**src/rtl/tkmm_pkg.sv**
```systemverilog
package tkmm_pkg;

  localparam int ENTRIES = 20;
  localparam int IDX_W = (ENTRIES > 1) ? $clog2(ENTRIES) : 1;
  localparam int RANK_W = 5;
  localparam int KEY_W = 16;
  localparam int ID_W = 29;
  localparam int DLC_W = 4;
  localparam int BYTE_W = 8;
  localparam int WORD_W = 72;
  localparam int QDEPTH = 2;
  localparam int QPTR_W = 1;
  localparam int QCNT_W = 2;

  localparam logic [KEY_W-1:0] KEY_EMPTY = '1;

  typedef enum logic [0:0] {
    KIND_OFFER = 1'b0,
    KIND_DUMP  = 1'b1
  } kind_t;

  typedef enum logic [0:0] {
    ST_RUN  = 1'b0,
    ST_DUMP = 1'b1
  } bstate_t;

  typedef struct packed {
    logic [BYTE_W-1:0] second_byte;
    logic [BYTE_W-1:0] first_byte;
    logic [DLC_W-1:0]  data_length;
    logic [ID_W-1:0]   identifier;
  } tag_t;

  typedef struct packed {
    tag_t             tag;
    logic [KEY_W-1:0] key;
  } rec_t;

  typedef struct packed {
    kind_t kind;
    rec_t  rec;
  } cmd_t;

  // back end -> list storage
  typedef struct packed {
    logic             ins;
    logic             rd_list;
    logic [IDX_W-1:0] rd_idx;
  } lst_ctl_t;

endpackage

```
**src/rtl/tkmm_back.sv**
```systemverilog
module tkmm_back (
  input  logic                        clk,
  input  logic                        rst,
  input  logic                        q_valid,
  input  tkmm_pkg::cmd_t              q_cmd,
  output logic                        q_pop,
  output tkmm_pkg::lst_ctl_t          ctl,
  output tkmm_pkg::rec_t              ins_rec,
  input  tkmm_pkg::rec_t              rd_rec,
  output logic                        out_valid,
  input  logic                        out_ready,
  output tkmm_pkg::rec_t              out_rec,
  output logic                        out_which,
  output logic [tkmm_pkg::RANK_W-1:0] out_rank,
  output logic                        out_last
);
  import tkmm_pkg::*;

  bstate_t          state;
  bstate_t          state_next;
  logic [IDX_W-1:0] idx;
  logic [IDX_W-1:0] idx_next;
  logic             which;
  logic             which_next;
  logic             out_load;
  logic             at_end;

  assign ins_rec = q_cmd.rec;
  assign at_end = (idx == IDX_W'(ENTRIES - 1));

  always_comb begin
    state_next = state;
    idx_next = idx;
    which_next = which;
    q_pop = 1'b0;
    out_load = 1'b0;
    ctl.ins = 1'b0;
    ctl.rd_list = which;
    ctl.rd_idx = idx;
    unique case (state)
      ST_RUN: begin
        if (q_valid) begin
          q_pop = 1'b1;
          if (q_cmd.kind == KIND_DUMP) begin
            state_next = ST_DUMP;
            idx_next = '0;
            which_next = 1'b0;
          end else begin
            ctl.ins = 1'b1;
          end
        end
      end
      ST_DUMP: begin
        if (!out_valid || out_ready) begin
          out_load = 1'b1;
          if (at_end) begin
            idx_next = '0;
            which_next = !which;
            if (which) begin
              state_next = ST_RUN;
            end
          end else begin
            idx_next = idx + 1'b1;
          end
        end
      end
    endcase
  end

  always_ff @(posedge clk) begin
    if (rst) begin
      state <= ST_RUN;
      idx <= '0;
      which <= 1'b0;
      out_valid <= 1'b0;
    end else begin
      state <= state_next;
      idx <= idx_next;
      which <= which_next;
      if (out_load) begin
        out_valid <= 1'b1;
      end else if (out_ready) begin
        out_valid <= 1'b0;
      end
    end
  end

  always_ff @(posedge clk) begin
    if (out_load) begin
      out_rec <= rd_rec;
      out_which <= which;
      out_rank <= RANK_W'(idx);
      out_last <= which && at_end;
    end
  end

endmodule

```
**config.mk**
```make
export PLATFORM = sky130hd
export DESIGN_NAME = tkmm_back
export DESIGN_NICKNAME = d
export VERILOG_FILES = /design/src/rtl/tkmm_pkg.sv /design/src/rtl/tkmm_back.sv
export SDC_FILE = /design/constraint.sdc
export NUM_CORES = 1
export LEC_CHECK = 0
export BUFFER_PORTS_ARGS = -buffer_cell sky130_fd_sc_hd__clkbuf_2
export CORE_ASPECT_RATIO = 1.5
export CORE_MARGIN = 10
export CORE_UTILIZATION = 36
export CTS_BUF_LIST = sky130_fd_sc_hd__clkbuf_4 sky130_fd_sc_hd__clkbuf_8 sky130_fd_sc_hd__clkbuf_16
export DETAILED_ROUTE_END_ITERATION = 16
export GPL_ROUTABILITY_DRIVEN = 0
export PLACE_DENSITY = 0.78
export SLEW_MARGIN = 15
export SYNTH_ARGS = -nofsm -noshare
export SYNTH_HDL_FRONTEND = slang
export SYNTH_SLANG_ARGS = --single-unit
```
**constraint.sdc**
```tcl
create_clock -name clk -period 7.1 [get_ports clk]
set_input_delay 0.355 -clock clk [delete_from_list [all_inputs] [get_ports clk]]
set_output_delay 0.355 -clock clk [all_outputs]
set_load 0.03 [all_outputs]
```
==> results list <==
- Once detail routing completed, the nets flagged for antenna violations numbered 0.
- Clock tree synthesis selected as its root buffer the cell sky130_fd_sc_hd__clkbuf_16.
* Most common cell after layout, fill and taps aside: sky130_fd_sc_hd__clkbuf_2
- After detailed routing, the number of vias per cell comes to 4.73.
* Vias in the first global route: 1893
* Initial antenna violation count: 0
- Pin count of the biggest net entering global routing: 50
* R2r startpoint: state$_SDFF_PP0_
- After detailed routing, the total wire length is 10500 um.
* Count of cells resized by post-cts repair: 0
* Post-Synthesis Cell Area: 0.00306 mm2
- Cells fill 45.5% of the core in the end.
- Number of endpoints failing setup at the final stage: 0
- The first routing iteration left 145 violations.
* Max-cap violations: 0
- Num rows: 41
- Summing over every cut layer, the via total after detailed routing is 1855.
- Num Clock Sinks: 80
- The total count of max-transition violations in the final report was 0.
* Ports: 281
- The floorplan step defined a die boundary enclosing 0.0127 mm2.
- Count of final hold-check violations: 0
- Summed over all cells, the static leakage comes to 0.00160 uW.
- Final Cell Area: 0.00380 mm2
- No sink is reached through more buffers than the 2 on the longest clock path.
- After clock tree synthesis, the setup repair step added 0 buffers.
- Die outline height: 133 um
* Cell count after synthesis: 186
- Of the available clock period, the critical path in the final layout requires 30.7%.
* Unrepaired setup endpoints after global routing: false
- The initial utilization of the core area, before any placement, comes to 36.6%.
* Shortest period the worst path allows: 2.18 ns
- Slew Limit Headroom: 54.4%
- Power per Cell Area: 311 mW/mm2
* Worst hold path startpoint: rd_rec[32]
* Number of warnings reported in the yosys synthesis log: 0
- Worst slack on hold paths: 0.197 ns
* Top library cells by usage in the layout, fill and taps aside: sky130_fd_sc_hd__clkbuf_2, sky130_fd_sc_hd__edfxtp_1, sky130_fd_sc_hd__clkbuf_16
- Compared with the post-synthesis result, the final layout area differs by 24.5%.
- Final HPWL from detailed placement: 8490 um
- For the worst flop-to-flop path, the logic depth is 2.
- Result of the run: complete, no violations
* Total grt overflow: 0
- TritonCTS built the clock tree.
* Kind of end point of the critical path: flop
- In the final routed layout, each cell accounts on average for 26.8 um.
- Crit Path Class: reg -> reg
- The final layout contains 416 nets.
- Counting flops and latches in the post-synthesis netlist gives 80.
- At the worst endpoint, the arrival time is 2.14 ns.
- In this run the cell area measured after placement is 0.00345 mm2.
* Clock slew seen by the registers of the worst setup and hold paths: 0.06 ns
- The core region is 0.00836 mm2.
- Across the routed clock network, the largest skew measured is 0.00812 ns.
* Count of different cell masters after synthesis: 24
- Buffers placed on the I/O ports in this run total 150.
- The number of nets in the synthesized netlist is 322.
* Worst reg2reg path endpoint: out_rec[36]$_DFFE_PP_
* Clock latency of the later-clocked register in the worst-skew pair: 0.33 ns
- Remaining design rule violation count: 0
- Hold depth: 1
- For the pin with the worst max-slew slack, the measured transition is 0.674 ns.
- Type of element launching the critical path: flop
* Sequential share of the synthesized area: 76.0%
- Chip width: 95.2 um
- Fraction of final layout cells sized beyond drive strength 1: 58.9%
* Worst Path Required: 7.06 ns
- Global-route wire length before repair: 13800 um
* Highest clock rate: 458 MHz
- GR Util All Layers: 15.7%
* Maximum level of the CTS H-tree: 3
* Setup TNS: 0 ns
- IR analysis of the VDD net gives a maximum drop of 0.000141 V.
* Number of CTS-inserted buffers: 9
- Path class of the lowest-slack min-delay path: in -> reg
* Critical-path maximum fanout: 49
- Antenna diode count: 0
- Buffers inserted to repair hold after CTS numbered 0.
- The first detailed-routing pass took 4 iterations.
- For flop-to-flop paths, the worst setup slack is 4.92 ns.
- Launch point of the critical path: state$_SDFF_PP0_
- Each instance of the synthesized netlist takes up on average 16.4 um2.
- Hold-critical path endpoint: out_rec[32]$_DFFE_PP_
[cell families after synthesis]
group / count (synthesis) / synth area share, %
AOI/OAI and AO/OA: 13 / 2.42
DFF: 80 / 76.0
and+or+nand+nor: 23 / 4.58
adders and majority gates: 1 / 0.409
buffers and inverters: 69 / 16.6
[worst max-delay path by stage]
| stage | to | slack (ns) | cells past startpoint |
|---|---|---|---|
| after floorplan | which$_SDFFE_PP0P_ | 4.27 | 4 |
| after global placement | out_rec[58]$_DFFE_PP_ | 4.94 | 4 |
| after detailed placement | out_rec[12]$_DFFE_PP_ | 4.87 | 4 |
| after CTS | out_rec[9]$_DFFE_PP_ | 4.92 | 2 |
| after global routing | out_rec[18]$_DFFE_PP_ | 4.79 | 2 |
| final | out_rec[36]$_DFFE_PP_ | 4.92 | 2 |
[stage by stage]
stage                     cells  total power, uW  setup WS (ns)
after floorplan             186              679           4.27
after global placement      376              650           4.94
after detailed placement    376              654           4.87
after CTS                   392             1190           4.92
after global routing        392             1220           4.79
final                       392             1180           4.92
[final cells by class]
class,count,area (um2)
clock buffers,12,260
repair buffers,151,758
inverters,1,3.75
multi-input cells,37,228
fillers,708,4560
clock inverters,4,98.8
well taps,107,134
flip-flops and latches,80,2320
[flip-flops by register name, indices dropped and copies added (netlist names)]
signal	count
which	1
out_valid	1
out_last	1
idx	5
out_which	1
out_rec	65
out_rank	5
state	1
[cells in the mapped netlist]
master	instances	area, um2
sky130_fd_sc_hd__nor2_1	1	3.75
sky130_fd_sc_hd__o21ai_0	1	5.00
sky130_fd_sc_hd__a21boi_1	1	7.51
sky130_fd_sc_hd__nand2b_1	1	6.26
sky130_fd_sc_hd__ha_1	1	12.5
sky130_fd_sc_hd__a211oi_1	2	15.0
sky130_fd_sc_hd__buf_2	1	5.00
sky130_fd_sc_hd__edfxtp_1	72	2160
sky130_fd_sc_hd__a21oi_1	8	40.0
sky130_fd_sc_hd__nand3b_1	1	7.51
sky130_fd_sc_hd__and2_1	3	18.8
sky130_fd_sc_hd__nand2_1	3	11.3
sky130_fd_sc_hd__or4_1	2	15.0
sky130_fd_sc_hd__nor2b_1	2	12.5
sky130_fd_sc_hd__nand4_1	2	12.5
sky130_fd_sc_hd__a31oi_1	1	6.26
sky130_fd_sc_hd__inv_1	1	3.75
sky130_fd_sc_hd__nand4bb_1	1	11.3
sky130_fd_sc_hd__buf_1	1	3.75
sky130_fd_sc_hd__or3_1	1	6.26
sky130_fd_sc_hd__dfxtp_1	8	160
sky130_fd_sc_hd__nand3_1	5	25.0
sky130_fd_sc_hd__buf_4	66	495
sky130_fd_sc_hd__nor4bb_1	1	10.0
[layer usage]
metal / GRT usage, % / up-vias / part of all wire, %
met5: 0 / - / 0
met4: 13.1 / 0 / 5.7
met3: 15.1 / 54 / 24
met2: 25.6 / 155 / 50
met1: 9.45 / 853 / 20
li1: - / 793 / -
[report_power, final]
| group | internal, uW | switching (uW) |
|---|---|---|
| registers | 539 | 7.14 |
| logic | 28.4 | 69.3 |
| clock network | 368 | 173 |
[worst max-delay path, cell delays in order, from the launching register on]
cell and delay (ns):
sky130_fd_sc_hd__dfxtp_1 0.54, sky130_fd_sc_hd__and2_2 0.62, sky130_fd_sc_hd__buf_4 0.62
(Power assumes the default switching activity.)
