`src/rtl/tkmm_pkg.sv`:
```
package tkmm_pkg;

  localparam int ENTRIES = 20;
  localparam int IDX_W = (ENTRIES > 1) ? $clog2(ENTRIES) : 1;
  localparam int RANK_W = 5;
  localparam int KEY_W = 16;
  localparam int ID_W = 29;
  localparam int DLC_W = 4;
  localparam int BYTE_W = 8;
  localparam int WORD_W = 72;
  localparam int QDEPTH = 2;
  localparam int QPTR_W = 1;
  localparam int QCNT_W = 2;

  localparam logic [KEY_W-1:0] KEY_EMPTY = '1;

  typedef enum logic [0:0] {
    KIND_OFFER = 1'b0,
    KIND_DUMP  = 1'b1
  } kind_t;

  typedef enum logic [0:0] {
    ST_RUN  = 1'b0,
    ST_DUMP = 1'b1
  } bstate_t;

  typedef struct packed {
    logic [BYTE_W-1:0] second_byte;
    logic [BYTE_W-1:0] first_byte;
    logic [DLC_W-1:0]  data_length;
    logic [ID_W-1:0]   identifier;
  } tag_t;

  typedef struct packed {
    tag_t             tag;
    logic [KEY_W-1:0] key;
  } rec_t;

  typedef struct packed {
    kind_t kind;
    rec_t  rec;
  } cmd_t;

  // back end -> list storage
  typedef struct packed {
    logic             ins;
    logic             rd_list;
    logic [IDX_W-1:0] rd_idx;
  } lst_ctl_t;

endpackage

```
`src/rtl/tkmm_front.sv`:
```
module tkmm_front (
  input  logic                        clk,
  input  logic                        rst,
  input  logic                        s_axis_tvalid,
  output logic                        s_axis_tready,
  input  logic [tkmm_pkg::WORD_W-1:0] s_axis_tdata,
  input  logic [0:0]                  s_axis_tuser,
  output logic                        q_valid,
  output tkmm_pkg::cmd_t              q_cmd,
  input  logic                        q_pop
);
  import tkmm_pkg::*;

  cmd_t              q_mem [QDEPTH];
  logic [QPTR_W-1:0] wr_ptr;
  logic [QPTR_W-1:0] rd_ptr;
  logic [QCNT_W-1:0] count;
  logic              push;
  logic              pop;
  cmd_t              in_cmd;

  // classify the incoming word
  always_comb begin
    in_cmd.kind = s_axis_tuser[0] ? KIND_DUMP : KIND_OFFER;
    in_cmd.rec.key = s_axis_tdata[15:0];
    in_cmd.rec.tag.identifier = s_axis_tdata[44:16];
    in_cmd.rec.tag.data_length = s_axis_tdata[48:45];
    in_cmd.rec.tag.first_byte = s_axis_tdata[56:49];
    in_cmd.rec.tag.second_byte = s_axis_tdata[64:57];
  end

  assign s_axis_tready = (count != QCNT_W'(QDEPTH));
  assign push = s_axis_tvalid && s_axis_tready;
  assign q_valid = (count != '0);
  assign pop = q_pop && q_valid;
  assign q_cmd = q_mem[rd_ptr];

  always_ff @(posedge clk) begin
    if (push) begin
      q_mem[wr_ptr] <= in_cmd;
    end
  end

  always_ff @(posedge clk) begin
    if (rst) begin
      wr_ptr <= '0;
      rd_ptr <= '0;
      count <= '0;
    end else begin
      if (push) begin
        wr_ptr <= wr_ptr + 1'b1;
      end
      if (pop) begin
        rd_ptr <= rd_ptr + 1'b1;
      end
      if (push && !pop) begin
        count <= count + 1'b1;
      end else if (pop && !push) begin
        count <= count - 1'b1;
      end
    end
  end

endmodule

```
`config.mk`:
```
export PLATFORM = sky130hd
export DESIGN_NAME = tkmm_front
export DESIGN_NICKNAME = d
export VERILOG_FILES = /design/src/rtl/tkmm_pkg.sv /design/src/rtl/tkmm_front.sv
export SDC_FILE = /design/constraint.sdc
export NUM_CORES = 1
export LEC_CHECK = 0
export BUFFER_PORTS_ARGS = -buffer_cell sky130_fd_sc_hd__buf_2
export CAP_MARGIN = 0
export CORE_UTILIZATION = 40
export CTS_CLUSTER_SIZE = 8
export DETAILED_ROUTE_END_ITERATION = 12
export PLACE_DENSITY = 0.61
export SETUP_SLACK_MARGIN = 0.05
export SYNTH_ARGS = -nofsm -noshare
export SYNTH_HDL_FRONTEND = slang
export SYNTH_SLANG_ARGS = --single-unit
```
`constraint.sdc`:
```
create_clock -name clk -period 3.17 [get_ports clk]
set_input_delay 0.317 -clock clk [delete_from_list [all_inputs] [get_ports clk]]
set_output_delay 0.317 -clock clk [all_outputs]
set_load 0.01 [all_outputs]
```
==> run summary, run 1 <==
gpl congestion: 0.648
total CTS buffers: 17
final period utilization: 0.693
I/O Pins: 145
Max Freq: 455 MHz
Int Power: 3940 uW
Least-Margin Pin Slew: 0.726 ns
top-count cell post-synth: edfxtp_1
Routed Antenna Nets: 0
largest fanout on the critical path: 21
synth-to-layout area growth: 29.3%
largest net degree at the start of global routing: 33
Total Neg Setup Slack: 0 ns
post-synth top area share: 0.794
Root Buffer Master: clkbuf_16
core area: 12100 um2
outcome: finished clean
Yosys reg bits: 137
Nets: 462
TritonCTS clock tree: done
startpoint types: flop
Sw Ratio: 0.256
Max VDD drop: 0.389 mV
Worst Setup Slack post-DPL: 1.17 ns
clock-pin transition on the worst setup and hold timing paths: 0.05 ns
Post-synth EDFFs: 132
clock share of power: 0.338
CTS Hold Bufs: 0
Net Sw Power: 1360 uW
Max-cap violations: 0
Crit. End Element: primary output
Power Density: 821 nW/um2
share of cells above drive strength 1: 0.615
critical path's slowest cell: dfxtp_2
syn_area_per_cell: 21.8 um2
clk buf depth: 2
cell taking the most area after synthesis: edfxtp_1
Async S/R FF share, synth: 0
Die ar.: 12900 um2
Clock Sinks: 137
routed len/inst: 15.1 um
min Tclk post-route: 2.20 ns
post-synthesis sequential area ratio: 0.814
via count: 2589
Mapped Area: 4990 um2
Hold Vio Cnt, Final: 0
Ant. Diodes: 0
FP Rows: 40
fin util: 0.533
Crit Reg-Reg Startpoint: count[0]
DRC Markers: 0
final worst setup slack: 0.974 ns
vias in the first global route: 2655
Post CTS Setup Buffer Count: 0
hold path start: s_axis_tdata[37]
1st-iter DRT viols: 125
CP Class: reg -> out
Final Setup Violations: 0
GRT Residual Overflow: 0
final WL: 8.55 mm
Worst-Skew Late Latency: 0.41 ns
I/O Buffers: 137
Via density: 4.58
synth warn: 0
first-pass GRT wire length: 12.8 mm
fillers: 1038
Tot GR Track Use: 0.139
CP top delay family: flip-flops
top post-synthesis cells by area: edfxtp_1, mux2_2, dfxtp_1
Slew headroom: 0.516
Worst Skew: 0.00444 ns
Hold WC Path Type: in -> reg
Synth top cells by count: edfxtp_1, mux2_2, dfxtp_1
Critical Path AT: 1.88 ns
RSZ-0062 raised after global routing: no
top_reg_cell synth: edfxtp_1
die width: 114 um
Chip Height: 114 um
Final Max Tran Viols: 0
synthesized instance count: 229
initial core utilization: 0.412
Detail Placement HPWL: 5.44 mm
drt first pass iters: 4
Flop pwr share: 0.443
Distinct cells, synth: 19
Post-Synthesis Net Count: 307
Resized Gates After CTS: 0
share of total power in combinational logic: 0.219
Crit path required time: 2.85 ns
initial antenna violation count: 0
Cell Chain, Critical Path: buf_4, mux2_2, buf_2
WP buf/inv: 2
depth of the CTS H-tree: 4
static leakage: 0.00242 uW
crit-path max cell delay: 0.58 ns
[power by group through the flow]
stage	Sequential, uW	Combinational [uW]	Clock, uW
3_5_place_dp	2390	1180	0
2_1_floorplan	2350	778	0
6_report	2350	1160	1790
5_1_grt	2370	1250	1910
3_3_place_gp	2370	1170	0
4_1_cts	2350	1180	1840
[cell usage in the layout (no fill, tap or decap), types with 2 or more instances in the layout]
cell / netlist / final
a21oi_1: 2 / 2
clkbuf_16: 0 / 17
clkinv_2: 0 / 5
nor2_1: 3 / 3
mux2_2: 66 / 66
xor2_1: 3 / 3
edfxtp_1: 132 / 132
buf_2: 2 / 137
buf_12: 0 / 2
clkbuf_8: 0 / 6
dfxtp_1: 5 / 4
clkinvlp_4: 0 / 2
buf_4: 1 / 4
clkbuf_1: 0 / 2
o21ai_0: 2 / 2
[state kept, by name (all words and copies together) (netlist names), named ones only]
name    flops
q_mem     132
count       2
rd_ptr      1
wr_ptr      1
[cells by family after synthesis]
kind of cell | synth area share
DFF | 0.814
muxes | 0.149
and+or+nand+nor | 0.0100
buffers and inverters | 0.0133
AOI/OAI and AO/OA | 0.00602
xor gates and xnor gates | 0.00526
adders and majority gates | 0.00251
[final cells by class]
cell class | instances | area [um2] | area share
Clock buffer | 25 | 515 | 0.0799
Clock inverter | 7 | 40.0 | 0.00620
Inverter | 1 | 3.75 | 0.000582
Multi-Input combinational cell | 84 | 863 | 0.134
Sequential cell | 137 | 4070 | 0.630
Tap cell | 168 | 210 | 0.0326
Timing Repair Buffer | 143 | 756 | 0.117
[stage by stage]
step	power, uW	cell area [um2]	std cells	hold WS (ns)
floorplan	3130	4990	229	0.386
global placement	3540	5900	533	0.489
detailed placement	3560	5900	533	0.500
CTS	5370	6450	565	0.0730
global route	5530	6450	565	0.0748
finish	5300	6450	565	0.0971
[routing by layer]
metal / global-route usage / wire length (um)
met5: 0 / 0
met4: 0.0789 / 172
met3: 0.0526 / 592
met2: 0.221 / 4170
met1: 0.161 / 3620
[path summary, 6_finish.rpt]
| path | endpoint | slack, ns | cells past startpoint |
|---|---|---|---|
| worst max register to register | q_mem[0][20] | 1.19 | 4 |
| worst min-delay path | q_mem[1][37] | 0.1 | 1 |
| worst min register to register | rd_ptr | 0.52 | 2 |
| worst max-delay path | q_cmd[11] | 0.97 | 3 |
No activity file was read; power rests on OpenSTA's default activity.
==> inputs of run 2 (changes only) <==
--- a/config.mk
+++ b/config.mk
@@ -10,7 +10,7 @@
 export CORE_UTILIZATION = 40
 export CTS_CLUSTER_SIZE = 8
 export DETAILED_ROUTE_END_ITERATION = 12
-export PLACE_DENSITY = 0.61
+export PLACE_DENSITY = 0.64
 export SETUP_SLACK_MARGIN = 0.05
 export SYNTH_ARGS = -nofsm -noshare
 export SYNTH_HDL_FRONTEND = slang
==> constraint.sdc (replaced) <==
create_clock -name clk -period 2 [get_ports clk]
set_input_delay 0.2 -clock clk [delete_from_list [all_inputs] [get_ports clk]]
set_output_delay 0.2 -clock clk [all_outputs]
set_load 0.01 [all_outputs]
==> run summary, run 2 (same netlist as run 1, synthesis figures left out) <==
outcome: finished clean
Tot GR Track Use: 0.156 (+0.0173)
synth-to-layout area growth: 45.2%
core area: 12100 um2 (unchanged)
final period utilization: 0.916
Critical Path AT: 1.63 ns (-0.25 ns)
GRT Residual Overflow: 0 (unchanged)
Via density: 4.47 (-2.4%)
initial antenna violation count: 0 (unchanged)
Hold Vio Cnt, Final: 0 (unchanged)
Final Setup Violations: 0 (unchanged)
Reg with most FFs: q_mem
I/O Buffers: 137 (unchanged)
die width: 114 um (unchanged)
Clock Sinks: 137 (unchanged)
Die ar.: 12900 um2 (unchanged)
Chip Height: 114 um (unchanged)
Worst-Skew Late Latency: 0.41 ns (about the same)
routed len/inst: 14.7 um (-3.0%)
Least-Margin Pin Slew: 0.418 ns (-0.309 ns)
I/O Pins: 145 (unchanged)
clk buf depth: 2 (unchanged)
max FFs per register: 132 (unchanged)
Final Max Tran Viols: 0 (unchanged)
Worst Skew: 0.00886 ns (+0.00441 ns)
Ant. Diodes: 0 (unchanged)
share of cells above drive strength 1: 0.530 (-0.0846)
Total Neg Setup Slack: 0 ns (unchanged)
most frequent cells in the layout: buf_2, edfxtp_1, dlygate4sd3_1, mux2_2, clkbuf_16
top flop regs: q_mem (132), count (2)
Slew headroom: 0.721 (+0.205)
Max-cap violations: 0 (unchanged)
Power Density: 1220 nW/um2 (+48%)
depth of the CTS H-tree: 4 (unchanged)
min Tclk post-route: 1.83 ns
largest net degree at the start of global routing: 28 (-15%)
final WL: 9.31 mm (+8.9%)
TritonCTS clock tree: done
Detail Placement HPWL: 5.55 mm (+2.0%)
commonest non-fill, non-tap cell in the layout: buf_2
gpl congestion: 0.647 (-0.19%)
Crit. End Element: primary output
Routed Antenna Nets: 0 (unchanged)
clock-pin transition on the worst setup and hold timing paths: 0.06 ns (about the same)
initial core utilization: 0.412 (unchanged)
cell area after layout: 7250 um2 (+12%)
DRC Markers: 0 (unchanged)
via count: 2835 (+9.5%)
largest fanout on the critical path: 12 (-43%)
CP Class: reg -> out
vias in the first global route: 3121 (+18%)
startpoint types: flop
Max Freq: 546 MHz
Worst R2R Setup Slack: 0.37 ns (-0.82 ns)
Net Sw Power: 2240 uW (+65%)
RSZ-0062 raised after global routing: no
drt first pass iters: 4 (unchanged)
Root Buffer Master: clkbuf_16
critical path's slowest cell: dfxtp_4
total CTS buffers: 17 (unchanged)
Hold WS: 0.118 ns (+0.0211 ns)
Nets: 531 (+15%)
Hold WC Path Type: in -> reg
Cell Chain, Critical Path: buf_4, mux2_2, buf_2
clock share of power: 0.345 (+0.007)
share of total power in combinational logic: 0.233 (+0.014)
Int Power: 6590 uW (+67%)
Flop pwr share: 0.422 (-0.021)
1st-iter DRT viols: 107 (-14%)
DP Area: 5990 um2 (+1.5%)
Crit path required time: 1.80 ns (-1.05 ns)
crit-path max cell delay: 0.48 ns (-0.10 ns)
first-pass GRT wire length: 14.7 mm (+15%)
FP Rows: 40 (unchanged)
static leakage: 0.00273 uW (+13%)
Max VDD drop: 0.682 mV (+75%)
Sw Ratio: 0.254 (-0.00230)
run 2: cell count changes in the layout (fill, tap and decap cells not counted), moves of 2 or more:
cell,change
clkbuf_1,-2
dlygate4sd3_1,+67
bufinv_16,+3
clkinvlp_4,+4
buf_12,+5
buf_4,-3
clkbuf_8,-6
clkinv_1,+3
run 2: per-layer routing:
metal	up-vias	part of all wire	track usage
met5	-	0	0
met4	0	0.022	0.0789
li1	1357	-	-
met1	1365	0.39	0.164
met2	93	0.53	0.274
met3	20	0.059	0.0574
run 2: cell type report:
cell class              count  area, um2
flip-flops and latches    137       4070
inverters                   1       7.51
well taps                 168        210
clock inverters            15        159
repair buffers            212       1500
fillers                   943       4860
multi-input cells          84        875
clock buffers              17        425
run 2: power by group through the flow:
stage	combinational [uW]	sequential (uW)	clock, uW
detailed placement	1940	3820	0
finish	2060	3730	3040
floorplan	1250	3730	0
global placement	1930	3790	0
CTS	2090	3740	3120
global route	2230	3770	3230
run 2: what timing repair did:
action,4_1_cts,5_1_grt
setup endpoints to repair,1,0
resized for setup,0,0
buffers inserted,1,0
hold buffers,67,0
hold endpoints to repair,137,0
run 2: worst max-delay path: cells and delay by family (launching register included):
| kind | cells | cell delay, ns |
|---|---|---|
| DFF | 1 | 0.48 |
| buffers and inverters | 2 | 0.39 |
| muxes | 1 | 0.34 |
run 2: through the flow:
stage | setup slack (ns) | power [uW] | std cells | util
floorplan | 0.0107 | 4970 | 229 | -
global placement | 0.370 | 5720 | 534 | 0.494
CTS | 0.125 | 8950 | 634 | 0.599
detailed placement | 0.346 | 5750 | 534 | 0.494
finish | 0.168 | 8830 | 634 | 0.599
global route | 0.0668 | 9230 | 634 | 0.599
run 2: final timing paths:
check                      from           to  cells after the start
hold / removal    s_axis_tvalid       wr_ptr                      3
hold reg to reg          rd_ptr         flop                      2
setup / recovery           flop    q_cmd[65]                      3
setup reg to reg       count[1]  q_mem[0][5]                      4
